`src/design/skte_pkg.sv`:
```
// Shared types, constants and codes for the sorted key table engine.
`default_nettype none

package skte_pkg;

    localparam int TABLE_SIZE = 16;
    localparam int IDX_W      = (TABLE_SIZE > 1) ? $clog2(TABLE_SIZE) : 1;
    localparam int CNT_W      = IDX_W + 1;
    localparam int KEY_W      = 31;
    localparam int PAY_W      = 32;
    localparam int SLOT_W     = 4;
    localparam int ENTRY_W    = KEY_W + PAY_W;

    typedef logic [IDX_W-1:0]   idx_t;
    typedef logic [CNT_W-1:0]   cnt_t;
    typedef logic [KEY_W-1:0]   key_t;
    typedef logic [PAY_W-1:0]   pay_t;
    typedef logic [SLOT_W-1:0]  slot_t;
    typedef logic [ENTRY_W-1:0] entry_t;

    localparam logic [1:0] CMD_CLEAR  = 2'd0;
    localparam logic [1:0] CMD_INSERT = 2'd1;
    localparam logic [1:0] CMD_SORT   = 2'd2;
    localparam logic [1:0] CMD_FIND   = 2'd3;

    localparam logic [1:0] ST_OK   = 2'd0;
    localparam logic [1:0] ST_FULL = 2'd1;
    localparam logic [1:0] ST_MISS = 2'd2;

    typedef struct packed {
        logic [1:0] command;
        key_t       key;
        pay_t       payload;
    } in_beat_t;

    typedef struct packed {
        logic [1:0] status;
        slot_t      slot_index;
        key_t       found_key;
        pay_t       found_payload;
    } out_beat_t;

    typedef enum logic [4:0] {
        S_IDLE,
        S_DISPATCH,
        S_SCAN_RD,
        S_SCAN_CHK,
        S_FIND_RD,
        S_FIND_CHK,
        S_SORT_RD_I,
        S_SORT_CUR,
        S_SORT_RD_J,
        S_SORT_CMP,
        S_FINISH
    } state_t;

    typedef enum logic [4:0] {
        OP_NONE,
        OP_LOAD,
        OP_CLEAR,
        OP_RES_OK,
        OP_RES_FULL,
        OP_RES_MISS,
        OP_SCAN_RD,
        OP_SCAN_NEXT,
        OP_INS_WR,
        OP_FIND_RD,
        OP_FIND_HIT,
        OP_FIND_LO,
        OP_FIND_HI,
        OP_SORT_RD_I,
        OP_SORT_CUR,
        OP_SORT_RD_J,
        OP_SORT_SWAP,
        OP_SORT_KEEP,
        OP_SORT_WR_I,
        OP_PUSH
    } dp_op_t;

    typedef struct packed {
        dp_op_t op;
    } ctrl_cmd_t;

    typedef struct packed {
        logic [1:0] cmd;
        logic       key_zero;
        logic       scan_end;
        logic       sort_done;
        logic       j_end;
        logic       search_end;
        logic       rd_zero;
        logic       rd_eq;
        logic       rd_lt;
        logic       swap;
        logic       out_free;
    } ctrl_stat_t;

endpackage

`default_nettype wire

```
`src/design/skte_ram.sv`:
```
// Generic single-write, single-read RAM with registered read data.
`default_nettype none

module skte_ram #(
    parameter int WIDTH = 8,
    parameter int DEPTH = 16,
    localparam int ADDR_W = (DEPTH > 1) ? $clog2(DEPTH) : 1
) (
    input  wire logic              aclk,
    input  wire logic              wr_en,
    input  wire logic [ADDR_W-1:0] wr_addr,
    input  wire logic [WIDTH-1:0]  wr_data,
    input  wire logic              rd_en,
    input  wire logic [ADDR_W-1:0] rd_addr,
    output logic      [WIDTH-1:0]  rd_data
);

    logic [WIDTH-1:0] mem [DEPTH];

    always_ff @(posedge aclk) begin
        if (wr_en) begin
            mem[wr_addr] <= wr_data;
        end
        if (rd_en) begin
            rd_data <= mem[rd_addr];
        end
    end

endmodule

`default_nettype wire

```
`src/design/skte_datapath.sv`:
```
// Datapath: table RAM, slot valid bits, loop counters, result and output beat registers.
`default_nettype none

module skte_datapath (
    input  wire logic                 aclk,
    input  wire logic                 aresetn,
    input  wire skte_pkg::ctrl_cmd_t  ctrl_cmd,
    output skte_pkg::ctrl_stat_t      ctrl_stat,
    input  wire skte_pkg::in_beat_t   s_data,
    output logic                      m_valid,
    input  wire logic                 m_ready,
    output skte_pkg::out_beat_t       m_data
);

    skte_pkg::dp_op_t op;
    assign op = ctrl_cmd.op;

    logic [1:0]        cmd_reg;
    skte_pkg::key_t    key_reg;
    skte_pkg::pay_t    pay_reg;
    skte_pkg::cnt_t    i_reg;
    skte_pkg::cnt_t    j_reg;
    skte_pkg::cnt_t    lo_reg;
    skte_pkg::cnt_t    hi1_reg;
    skte_pkg::key_t    cur_key_reg;
    skte_pkg::pay_t    cur_pay_reg;
    logic [skte_pkg::TABLE_SIZE-1:0] valid_reg;
    logic              rd_valid_reg;
    skte_pkg::out_beat_t res_reg;
    skte_pkg::out_beat_t out_reg;
    logic              out_valid_reg;

    logic [skte_pkg::CNT_W:0] mid_sum;
    skte_pkg::cnt_t    mid;
    skte_pkg::entry_t  rd_data;
    skte_pkg::key_t    rd_key;
    skte_pkg::pay_t    rd_pay;
    logic              rd_en;
    skte_pkg::idx_t    rd_idx;
    logic              wr_en;
    skte_pkg::idx_t    wr_idx;
    skte_pkg::entry_t  wr_data;

    // (lo + hi) / 2 with hi1 = hi + 1; only used while lo < hi1
    assign mid_sum = {1'b0, lo_reg} + {1'b0, hi1_reg} - {{skte_pkg::CNT_W{1'b0}}, 1'b1};
    assign mid     = mid_sum[skte_pkg::CNT_W:1];

    assign rd_key = rd_valid_reg ? rd_data[skte_pkg::ENTRY_W-1:skte_pkg::PAY_W] : '0;
    assign rd_pay = rd_data[skte_pkg::PAY_W-1:0];

    always_comb begin
        rd_en = 1'b1;
        unique case (op)
            skte_pkg::OP_SCAN_RD,
            skte_pkg::OP_SORT_RD_I: rd_idx = i_reg[skte_pkg::IDX_W-1:0];
            skte_pkg::OP_FIND_RD:   rd_idx = mid[skte_pkg::IDX_W-1:0];
            skte_pkg::OP_SORT_RD_J: rd_idx = j_reg[skte_pkg::IDX_W-1:0];
            default: begin
                rd_en  = 1'b0;
                rd_idx = i_reg[skte_pkg::IDX_W-1:0];
            end
        endcase
    end

    always_comb begin
        wr_en = 1'b1;
        unique case (op)
            skte_pkg::OP_INS_WR: begin
                wr_idx  = i_reg[skte_pkg::IDX_W-1:0];
                wr_data = {key_reg, pay_reg};
            end
            skte_pkg::OP_SORT_SWAP: begin
                wr_idx  = j_reg[skte_pkg::IDX_W-1:0];
                wr_data = {cur_key_reg, cur_pay_reg};
            end
            skte_pkg::OP_SORT_WR_I: begin
                wr_idx  = i_reg[skte_pkg::IDX_W-1:0];
                wr_data = {cur_key_reg, cur_pay_reg};
            end
            default: begin
                wr_en   = 1'b0;
                wr_idx  = i_reg[skte_pkg::IDX_W-1:0];
                wr_data = {cur_key_reg, cur_pay_reg};
            end
        endcase
    end

    skte_ram #(
        .WIDTH (skte_pkg::ENTRY_W),
        .DEPTH (skte_pkg::TABLE_SIZE)
    ) u_table_ram (
        .aclk    (aclk),
        .wr_en   (wr_en),
        .wr_addr (wr_idx),
        .wr_data (wr_data),
        .rd_en   (rd_en),
        .rd_addr (rd_idx),
        .rd_data (rd_data)
    );

    // control state
    always_ff @(posedge aclk) begin
        if (!aresetn) begin
            valid_reg     <= '0;
            rd_valid_reg  <= 1'b0;
            out_valid_reg <= 1'b0;
        end else begin
            if (rd_en) begin
                rd_valid_reg <= valid_reg[rd_idx];
            end
            if (op == skte_pkg::OP_CLEAR) begin
                valid_reg <= '0;
            end else if (wr_en) begin
                valid_reg[wr_idx] <= 1'b1;
            end
            if (op == skte_pkg::OP_PUSH) begin
                out_valid_reg <= 1'b1;
            end else if (m_ready) begin
                out_valid_reg <= 1'b0;
            end
        end
    end

    // working registers
    always_ff @(posedge aclk) begin
        unique case (op)
            skte_pkg::OP_LOAD: begin
                cmd_reg <= s_data.command;
                key_reg <= s_data.key;
                pay_reg <= s_data.payload;
                i_reg   <= '0;
                lo_reg  <= '0;
                hi1_reg <= skte_pkg::cnt_t'(skte_pkg::TABLE_SIZE);
            end
            skte_pkg::OP_CLEAR,
            skte_pkg::OP_RES_OK: begin
                res_reg <= '{status: skte_pkg::ST_OK, default: '0};
            end
            skte_pkg::OP_RES_FULL: begin
                res_reg <= '{status: skte_pkg::ST_FULL, default: '0};
            end
            skte_pkg::OP_RES_MISS: begin
                res_reg <= '{status: skte_pkg::ST_MISS, default: '0};
            end
            skte_pkg::OP_SCAN_NEXT: begin
                i_reg <= i_reg + 1'b1;
            end
            skte_pkg::OP_INS_WR: begin
                res_reg.status        <= skte_pkg::ST_OK;
                res_reg.slot_index    <= skte_pkg::slot_t'(i_reg);
                res_reg.found_key     <= key_reg;
                res_reg.found_payload <= '0;
            end
            skte_pkg::OP_FIND_HIT: begin
                res_reg.status        <= skte_pkg::ST_OK;
                res_reg.slot_index    <= skte_pkg::slot_t'(mid);
                res_reg.found_key     <= rd_key;
                res_reg.found_payload <= rd_pay;
            end
            skte_pkg::OP_FIND_LO: begin
                lo_reg <= mid + 1'b1;
            end
            skte_pkg::OP_FIND_HI: begin
                hi1_reg <= mid;
            end
            skte_pkg::OP_SORT_CUR: begin
                cur_key_reg <= rd_key;
                cur_pay_reg <= rd_pay;
                j_reg       <= i_reg + 1'b1;
            end
            skte_pkg::OP_SORT_SWAP: begin
                cur_key_reg <= rd_key;
                cur_pay_reg <= rd_pay;
                j_reg       <= j_reg + 1'b1;
            end
            skte_pkg::OP_SORT_KEEP: begin
                j_reg <= j_reg + 1'b1;
            end
            skte_pkg::OP_SORT_WR_I: begin
                i_reg <= i_reg + 1'b1;
            end
            skte_pkg::OP_PUSH: begin
                out_reg <= res_reg;
            end
            default: begin
            end
        endcase
    end

    assign ctrl_stat.cmd        = cmd_reg;
    assign ctrl_stat.key_zero   = (key_reg == '0);
    assign ctrl_stat.scan_end   = (i_reg == skte_pkg::cnt_t'(skte_pkg::TABLE_SIZE));
    assign ctrl_stat.sort_done  = (i_reg == skte_pkg::cnt_t'(skte_pkg::TABLE_SIZE - 1));
    assign ctrl_stat.j_end      = (j_reg == skte_pkg::cnt_t'(skte_pkg::TABLE_SIZE));
    assign ctrl_stat.search_end = (lo_reg >= hi1_reg);
    assign ctrl_stat.rd_zero    = (rd_key == '0);
    assign ctrl_stat.rd_eq      = (rd_key == key_reg);
    assign ctrl_stat.rd_lt      = (rd_key < key_reg);
    assign ctrl_stat.swap       = (cur_key_reg > rd_key);
    assign ctrl_stat.out_free   = !out_valid_reg || m_ready;

    assign m_valid = out_valid_reg;
    assign m_data  = out_reg;

    a_push_when_free: assert property (@(posedge aclk) disable iff (!aresetn)
        (op == skte_pkg::OP_PUSH) |-> (!out_valid_reg || m_ready))
        else $error("result beat overwritten before it was taken");

    a_find_in_range: assert property (@(posedge aclk) disable iff (!aresetn)
        (op == skte_pkg::OP_FIND_RD) |-> (lo_reg < hi1_reg))
        else $error("binary search probe outside its window");

    a_sort_j_above_i: assert property (@(posedge aclk) disable iff (!aresetn)
        (op == skte_pkg::OP_SORT_RD_J) |-> (j_reg > i_reg))
        else $error("sort inner index not above outer index");

    a_clear_empties: assert property (@(posedge aclk) disable iff (!aresetn)
        (op == skte_pkg::OP_CLEAR) |=> (valid_reg == '0))
        else $error("clear left a slot marked written");

endmodule

`default_nettype wire

```
`src/design/skte_ctrl.sv`:
```
// Controller state machine: sequences clear, insert scan, exchange sort and binary search.
`default_nettype none

module skte_ctrl (
    input  wire logic                 aclk,
    input  wire logic                 aresetn,
    input  wire logic                 s_valid,
    output logic                      s_ready,
    input  wire skte_pkg::ctrl_stat_t ctrl_stat,
    output skte_pkg::ctrl_cmd_t       ctrl_cmd
);

    skte_pkg::state_t state_reg, state_next;

    always_ff @(posedge aclk) begin
        if (!aresetn) begin
            state_reg <= skte_pkg::S_IDLE;
        end else begin
            state_reg <= state_next;
        end
    end

    always_comb begin
        state_next = state_reg;
        unique case (state_reg)
            skte_pkg::S_IDLE: begin
                if (s_valid) state_next = skte_pkg::S_DISPATCH;
            end
            skte_pkg::S_DISPATCH: begin
                unique case (ctrl_stat.cmd)
                    skte_pkg::CMD_CLEAR:  state_next = skte_pkg::S_FINISH;
                    skte_pkg::CMD_INSERT: state_next = skte_pkg::S_SCAN_RD;
                    skte_pkg::CMD_SORT:   state_next = skte_pkg::S_SORT_RD_I;
                    default: begin
                        state_next = ctrl_stat.key_zero ? skte_pkg::S_FINISH
                                                        : skte_pkg::S_FIND_RD;
                    end
                endcase
            end
            skte_pkg::S_SCAN_RD: begin
                state_next = ctrl_stat.scan_end ? skte_pkg::S_FINISH : skte_pkg::S_SCAN_CHK;
            end
            skte_pkg::S_SCAN_CHK: begin
                state_next = ctrl_stat.rd_zero ? skte_pkg::S_FINISH : skte_pkg::S_SCAN_RD;
            end
            skte_pkg::S_FIND_RD: begin
                state_next = ctrl_stat.search_end ? skte_pkg::S_FINISH
                                                  : skte_pkg::S_FIND_CHK;
            end
            skte_pkg::S_FIND_CHK: begin
                state_next = ctrl_stat.rd_eq ? skte_pkg::S_FINISH : skte_pkg::S_FIND_RD;
            end
            skte_pkg::S_SORT_RD_I: begin
                state_next = ctrl_stat.sort_done ? skte_pkg::S_FINISH
                                                 : skte_pkg::S_SORT_CUR;
            end
            skte_pkg::S_SORT_CUR: begin
                state_next = skte_pkg::S_SORT_RD_J;
            end
            skte_pkg::S_SORT_RD_J: begin
                state_next = ctrl_stat.j_end ? skte_pkg::S_SORT_RD_I : skte_pkg::S_SORT_CMP;
            end
            skte_pkg::S_SORT_CMP: begin
                state_next = skte_pkg::S_SORT_RD_J;
            end
            skte_pkg::S_FINISH: begin
                if (ctrl_stat.out_free) state_next = skte_pkg::S_IDLE;
            end
            default: begin
                state_next = skte_pkg::S_IDLE;
            end
        endcase
    end

    always_comb begin
        s_ready     = 1'b0;
        ctrl_cmd.op = skte_pkg::OP_NONE;
        unique case (state_reg)
            skte_pkg::S_IDLE: begin
                s_ready = 1'b1;
                if (s_valid) ctrl_cmd.op = skte_pkg::OP_LOAD;
            end
            skte_pkg::S_DISPATCH: begin
                unique case (ctrl_stat.cmd)
                    skte_pkg::CMD_CLEAR:  ctrl_cmd.op = skte_pkg::OP_CLEAR;
                    skte_pkg::CMD_INSERT: ctrl_cmd.op = skte_pkg::OP_NONE;
                    skte_pkg::CMD_SORT:   ctrl_cmd.op = skte_pkg::OP_NONE;
                    default: begin
                        ctrl_cmd.op = ctrl_stat.key_zero ? skte_pkg::OP_RES_MISS
                                                         : skte_pkg::OP_NONE;
                    end
                endcase
            end
            skte_pkg::S_SCAN_RD: begin
                ctrl_cmd.op = ctrl_stat.scan_end ? skte_pkg::OP_RES_FULL
                                                 : skte_pkg::OP_SCAN_RD;
            end
            skte_pkg::S_SCAN_CHK: begin
                ctrl_cmd.op = ctrl_stat.rd_zero ? skte_pkg::OP_INS_WR
                                                : skte_pkg::OP_SCAN_NEXT;
            end
            skte_pkg::S_FIND_RD: begin
                ctrl_cmd.op = ctrl_stat.search_end ? skte_pkg::OP_RES_MISS
                                                   : skte_pkg::OP_FIND_RD;
            end
            skte_pkg::S_FIND_CHK: begin
                priority if (ctrl_stat.rd_eq) ctrl_cmd.op = skte_pkg::OP_FIND_HIT;
                else if (ctrl_stat.rd_lt)     ctrl_cmd.op = skte_pkg::OP_FIND_LO;
                else                          ctrl_cmd.op = skte_pkg::OP_FIND_HI;
            end
            skte_pkg::S_SORT_RD_I: begin
                ctrl_cmd.op = ctrl_stat.sort_done ? skte_pkg::OP_RES_OK
                                                  : skte_pkg::OP_SORT_RD_I;
            end
            skte_pkg::S_SORT_CUR: begin
                ctrl_cmd.op = skte_pkg::OP_SORT_CUR;
            end
            skte_pkg::S_SORT_RD_J: begin
                ctrl_cmd.op = ctrl_stat.j_end ? skte_pkg::OP_SORT_WR_I
                                              : skte_pkg::OP_SORT_RD_J;
            end
            skte_pkg::S_SORT_CMP: begin
                ctrl_cmd.op = ctrl_stat.swap ? skte_pkg::OP_SORT_SWAP
                                             : skte_pkg::OP_SORT_KEEP;
            end
            skte_pkg::S_FINISH: begin
                if (ctrl_stat.out_free) ctrl_cmd.op = skte_pkg::OP_PUSH;
            end
            default: begin
            end
        endcase
    end

endmodule

`default_nettype wire

```
`src/design/sorted_key_table_engine_top.sv`:
```
// Sorted key table engine: one command beat in, one result beat out, one command at a time.
// Clear empties the table. Insert scans the slots in order and writes the first free one, or reports full.
// Find: a binary search of at most log2(N) + 1 probes on one RAM read port.
// Sort: the table is put in ascending key order by an exchange sort.
// The next command is taken once the result sits in the output register.
// Reset clears the slot valid bits; no clearing sweep of the RAM.
`default_nettype none

module sorted_key_table_engine_top (
    input  wire logic                aclk,
    input  wire logic                aresetn,
    input  wire logic                s_valid,
    output logic                     s_ready,
    input  wire skte_pkg::in_beat_t  s_data,
    output logic                     m_valid,
    input  wire logic                m_ready,
    output skte_pkg::out_beat_t      m_data
);

    skte_pkg::ctrl_cmd_t  ctrl_cmd;
    skte_pkg::ctrl_stat_t ctrl_stat;

    skte_ctrl u_ctrl (
        .aclk      (aclk),
        .aresetn   (aresetn),
        .s_valid   (s_valid),
        .s_ready   (s_ready),
        .ctrl_stat (ctrl_stat),
        .ctrl_cmd  (ctrl_cmd)
    );

    skte_datapath u_datapath (
        .aclk      (aclk),
        .aresetn   (aresetn),
        .ctrl_cmd  (ctrl_cmd),
        .ctrl_stat (ctrl_stat),
        .s_data    (s_data),
        .m_valid   (m_valid),
        .m_ready   (m_ready),
        .m_data    (m_data)
    );

endmodule

`default_nettype wire
```
`config.mk`:
```
export PLATFORM = sky130hd
export DESIGN_NAME = sorted_key_table_engine_top
export DESIGN_NICKNAME = d
export VERILOG_FILES = /design/src/design/skte_pkg.sv /design/src/design/skte_ram.sv /design/src/design/skte_datapath.sv /design/src/design/skte_ctrl.sv /design/src/design/sorted_key_table_engine_top.sv
export SDC_FILE = /design/constraint.sdc
export NUM_CORES = 2
export LEC_CHECK = 0
export BUFFER_PORTS_ARGS = -buffer_cell sky130_fd_sc_hd__buf_2
export CAP_MARGIN = 20
export CORE_UTILIZATION = 50
export DETAILED_ROUTE_END_ITERATION = 6
export PLACE_DENSITY = 0.66
export SYNTH_ARGS = -nofsm -noshare
export SYNTH_HDL_FRONTEND = slang
export SYNTH_SLANG_ARGS = --single-unit
```
`constraint.sdc`:
```
create_clock -name aclk -period 9.1 [get_ports aclk]
set_input_delay 0.91 -clock aclk [delete_from_list [all_inputs] [get_ports aclk]]
set_output_delay 0.91 -clock aclk [all_outputs]
set_load 0.02 [all_outputs]
```
==> key figures <==
Run status
  – Status: finished, final reports clean

Clock network
  – CTS buffer count: ~140
  – Clk buf depth: 3
  – H-tree depth: 4
  – Post-CTS sizing: 0
  – Hold buffers post-CTS: 0
  – Number of setup buffers added after CTS: 0
  – CTS tree: yes
  – Worst skew pair latency: ~770 ps
  – Clk slew on worst S/H paths: approximately 60 ps
  – Clk sinks: about 1.4k
  – Root Driver: clkbuf_16

STA
  – Pins Over Slew Limit: 0
  – Post-route clock skew: 42.27 ps
  – Tcrit/Tclk final: 0.6659
  – Final setup violation count: 0
  – TNS Setup: 0 ps
  – Max Fclk: around 170 MHz
  – Tightest Pin Transition: 1097 ps
  – Max-slew headroom: 0.2688
  – RSZ-0062 raised after global routing: no
  – Min Tclk post-route: 6060 ps
  – Hold Violations, Final: 0

Setup path
  – FF-to-FF path depth: 14
  – Worst R2R Setup Slack: 3040 ps
  – CP Capture Type: flip-flop
  – RR Startpoint: u_datapath.rd_valid_reg
  – CP Capture Point: u_datapath.u_table_ram.mem[9][16]
  – Peak fanout along the critical path: between 40 and 50
  – Launch point of the worst path: u_datapath.rd_valid_reg
  – CP Class: reg -> reg
  – R2R Path End: u_datapath.u_table_ram.mem[9][16]
  – Worst setup SP type: flip-flop
  – Worst endpoint required time: around 9500 ps
  – CP Data Arrival Time: ~6400 ps

Synth
  – Mapped Area: around 54000 sq um
  – Mux cell area share after synthesis: 0.1051
  – Ys flop type: edfxtp_1
  – Syn nets: about 3.1k
  – Post-Synthesis Cells: between 3k and 4k
  – Synth Area in Simple Gates: 0.06476
  – FF+latch count, synth: about 1.4k
  – Yosys warnings: 0
  – Post-synth cell types: 81
  – Post-synth EDFFs: 1357
  – Mapped Avg Cell Area: between 15 and 20 sq um
  – Register area share after synthesis: 0.7568
  – Synth Area in Compound Gates: 0.03228
  – Synth async-reset ratio: 0
  – Main combinational cell family by area after synthesis: multiplexers
  – Post-Synth Adder-Cell Area: 0.01756
  – Post-synthesis xor/xnor area fraction: 0.002253

Placed design
  – Port Buffers: around 140
  – Detailed placement HPWL: ~70000 um
  – GP Congestion: approximately 0.95

Floorplan
  – Die width: 331.9 um
  – Core Rows: 120
  – Num ports: 140
  – Core area: 107500 sq um
  – Starting Density: 0.5063
  – DIE AREA: approximately 110000 sq um
  – Die Height: around 330 um

Drt
  – Vias per std cell: between 6 and 7
  – Drt drc: 0
  – Total number of vias: around 29k
  – Initial DRT Pass Iterations: 7
  – Remaining antenna violation count: 0
  – DR WL/cell: 27.13 um
  – Total wire length: 127800 um
  – Drt first-iter violations: about 3.5k

Cells and area
  – Fraction of layout cells with a size suffix above 1: 0.2022
  – Area Overhead vs Synth: 12.51%
  – NumNets Final: between 3k and 4k
  – Fill count: ~8k
  – Diodes inserted: 0
  – Flip-flop count of the largest register after layout: slightly above 1k

Global route
  – Initial antenna violation count: 0
  – Vias in the first global route: just under 30k
  – GRT Util Overall: 0.2328
  – First-pass GRT wire length: 189200 um
  – GRT Residual Overflow: 0
  – Largest net degree at the start of global routing: 142

Power
  – Leakage: 20.82 nW
  – Tot Pwr: 19.79 mW
  – Worst vdd ir: ~0.5 mV
  – Pwr/cell area: around 320 nW/um^2

Hold path
  – Min-delay worst type: in -> reg
  – Hold path depth: 1

Job
  – Max-cap violations: 0
critical path, stage by stage, from the launching register on:
cell      delay [ps]
dfxtp_1          580
buf_4            400
nand2_1          170
inv_1            130
ha_1             160
and4_1           260
nor4b_1          510
o211ai_1         280
o32ai_1          440
nor4_1           180
nor4b_2          290
buf_4            270
nand3b_1         370
o22ai_4          750
buf_4            800
metal layers:
metal / GRT usage / wire length, um
met1: 0.3383 / 54850
met5: 0 / 0
met4: 0.07723 / 3555
met3: 0.03812 / 9803
met2: 0.3619 / 59580
cell families after synthesis:
family                   count (synthesis)
AO/OA/AOI/OAI                          263
buffers and inverters                  233
XOR/XNOR                                14
AND/OR/NAND/NOR                        784
flip-flops                            1379
multiplexers                           255
adder cells (fa/ha/maj)                 76
synth_stat cells, types with 6 or more instances:
| library cell | n | area share |
|---|---|---|
| a21o_1 | 9 | 0.0012 |
| a21oi_1 | 35 | 0.0032 |
| a31o_2 | 6 | 0.00097 |
| a31oi_1 | 70 | 0.0080 |
| and2_1 | 39 | 0.0045 |
| and3_1 | 68 | 0.0078 |
| buf_1 | 12 | 0.00083 |
| buf_2 | 24 | 0.0022 |
| buf_6 | 14 | 0.0029 |
| buf_8 | 12 | 0.0033 |
| clkbuf_1 | 72 | 0.0050 |
| dfxtp_1 | 22 | 0.0081 |
| edfxtp_1 | 1357 | 0.75 |
| ha_1 | 74 | 0.017 |
| inv_1 | 92 | 0.0063 |
| mux4_2 | 253 | 0.10 |
| nand2_1 | 514 | 0.035 |
| nand2b_1 | 10 | 0.0011 |
| nand3_1 | 13 | 0.0012 |
| nand4_1 | 14 | 0.0016 |
| nor2_1 | 56 | 0.0039 |
| nor2b_1 | 12 | 0.0014 |
| nor3_1 | 11 | 0.0010 |
| nor4_1 | 20 | 0.0023 |
| o2111ai_1 | 6 | 0.00097 |
| o211ai_1 | 10 | 0.0014 |
| o21a_1 | 12 | 0.0017 |
| o21ai_0 | 52 | 0.0048 |
| o22ai_1 | 10 | 0.0011 |
| o31ai_1 | 7 | 0.00097 |
| xnor2_1 | 9 | 0.0014 |
placed cells by master, fill, tap and decap left out, types with 50 or more instances in the layout:
master and instances:
buf_2 140, inv_1 90, edfxtp_1 1357, ha_1 74
clkbuf_16 143, a31oi_1 70, and3_1 68, mux4_2 253
o21ai_0 50, nor2_1 56, nand2_1 512
layout make-up:
cell class	instances	area (sq um)	area share
Inverter	95	359.1	0.005864
Multi-Input combinational cell	1392	12380	0.2021
Clock inverter	83	745.7	0.01218
Tap cell	1403	1755	0.02866
Clock buffer	171	3684	0.06015
Sequential cell	1379	41190	0.6726
Timing Repair Buffer	188	1131	0.01847
how the worst min path moves through the flow:
stage / slack [ps] / start / to
floorplan: 400 / u_datapath.res_reg[0] / u_datapath.m_data[0]
global placement: 400 / u_datapath.res_reg[9] / u_datapath.m_data[9]
detailed placement: 400 / u_datapath.res_reg[33] / u_datapath.m_data[33]
CTS: 270 / s_data[2] / u_datapath.pay_reg[2]
global route: 300 / s_data[2] / u_datapath.pay_reg[2]
finish: 320 / s_data[1] / u_datapath.pay_reg[1]
power breakdown:
group          switching (mW)  leakage (nW)  internal [mW]  total (mW)
registers               0.345          12.6           8.07        8.42
clock network            2.42          2.15           3.11        5.54
logic                    3.58          6.11           2.25        5.83
per-stage QoR:
stage	setup slack, ps	area [sq um]	util	hold slack, ps	cells
CTS	3169	61190	0.5692	271.7	4709
floorplan	910.5	54430	-	400.3	3004
global route	2820	61240	0.5697	296.8	4711
detailed placement	3225	56760	0.5280	404.5	4455
finish	3040	61240	0.5697	320.5	4711
global placement	3397	56760	0.5280	403.4	4454
Note: power is estimated with default switching activity, not from simulation.
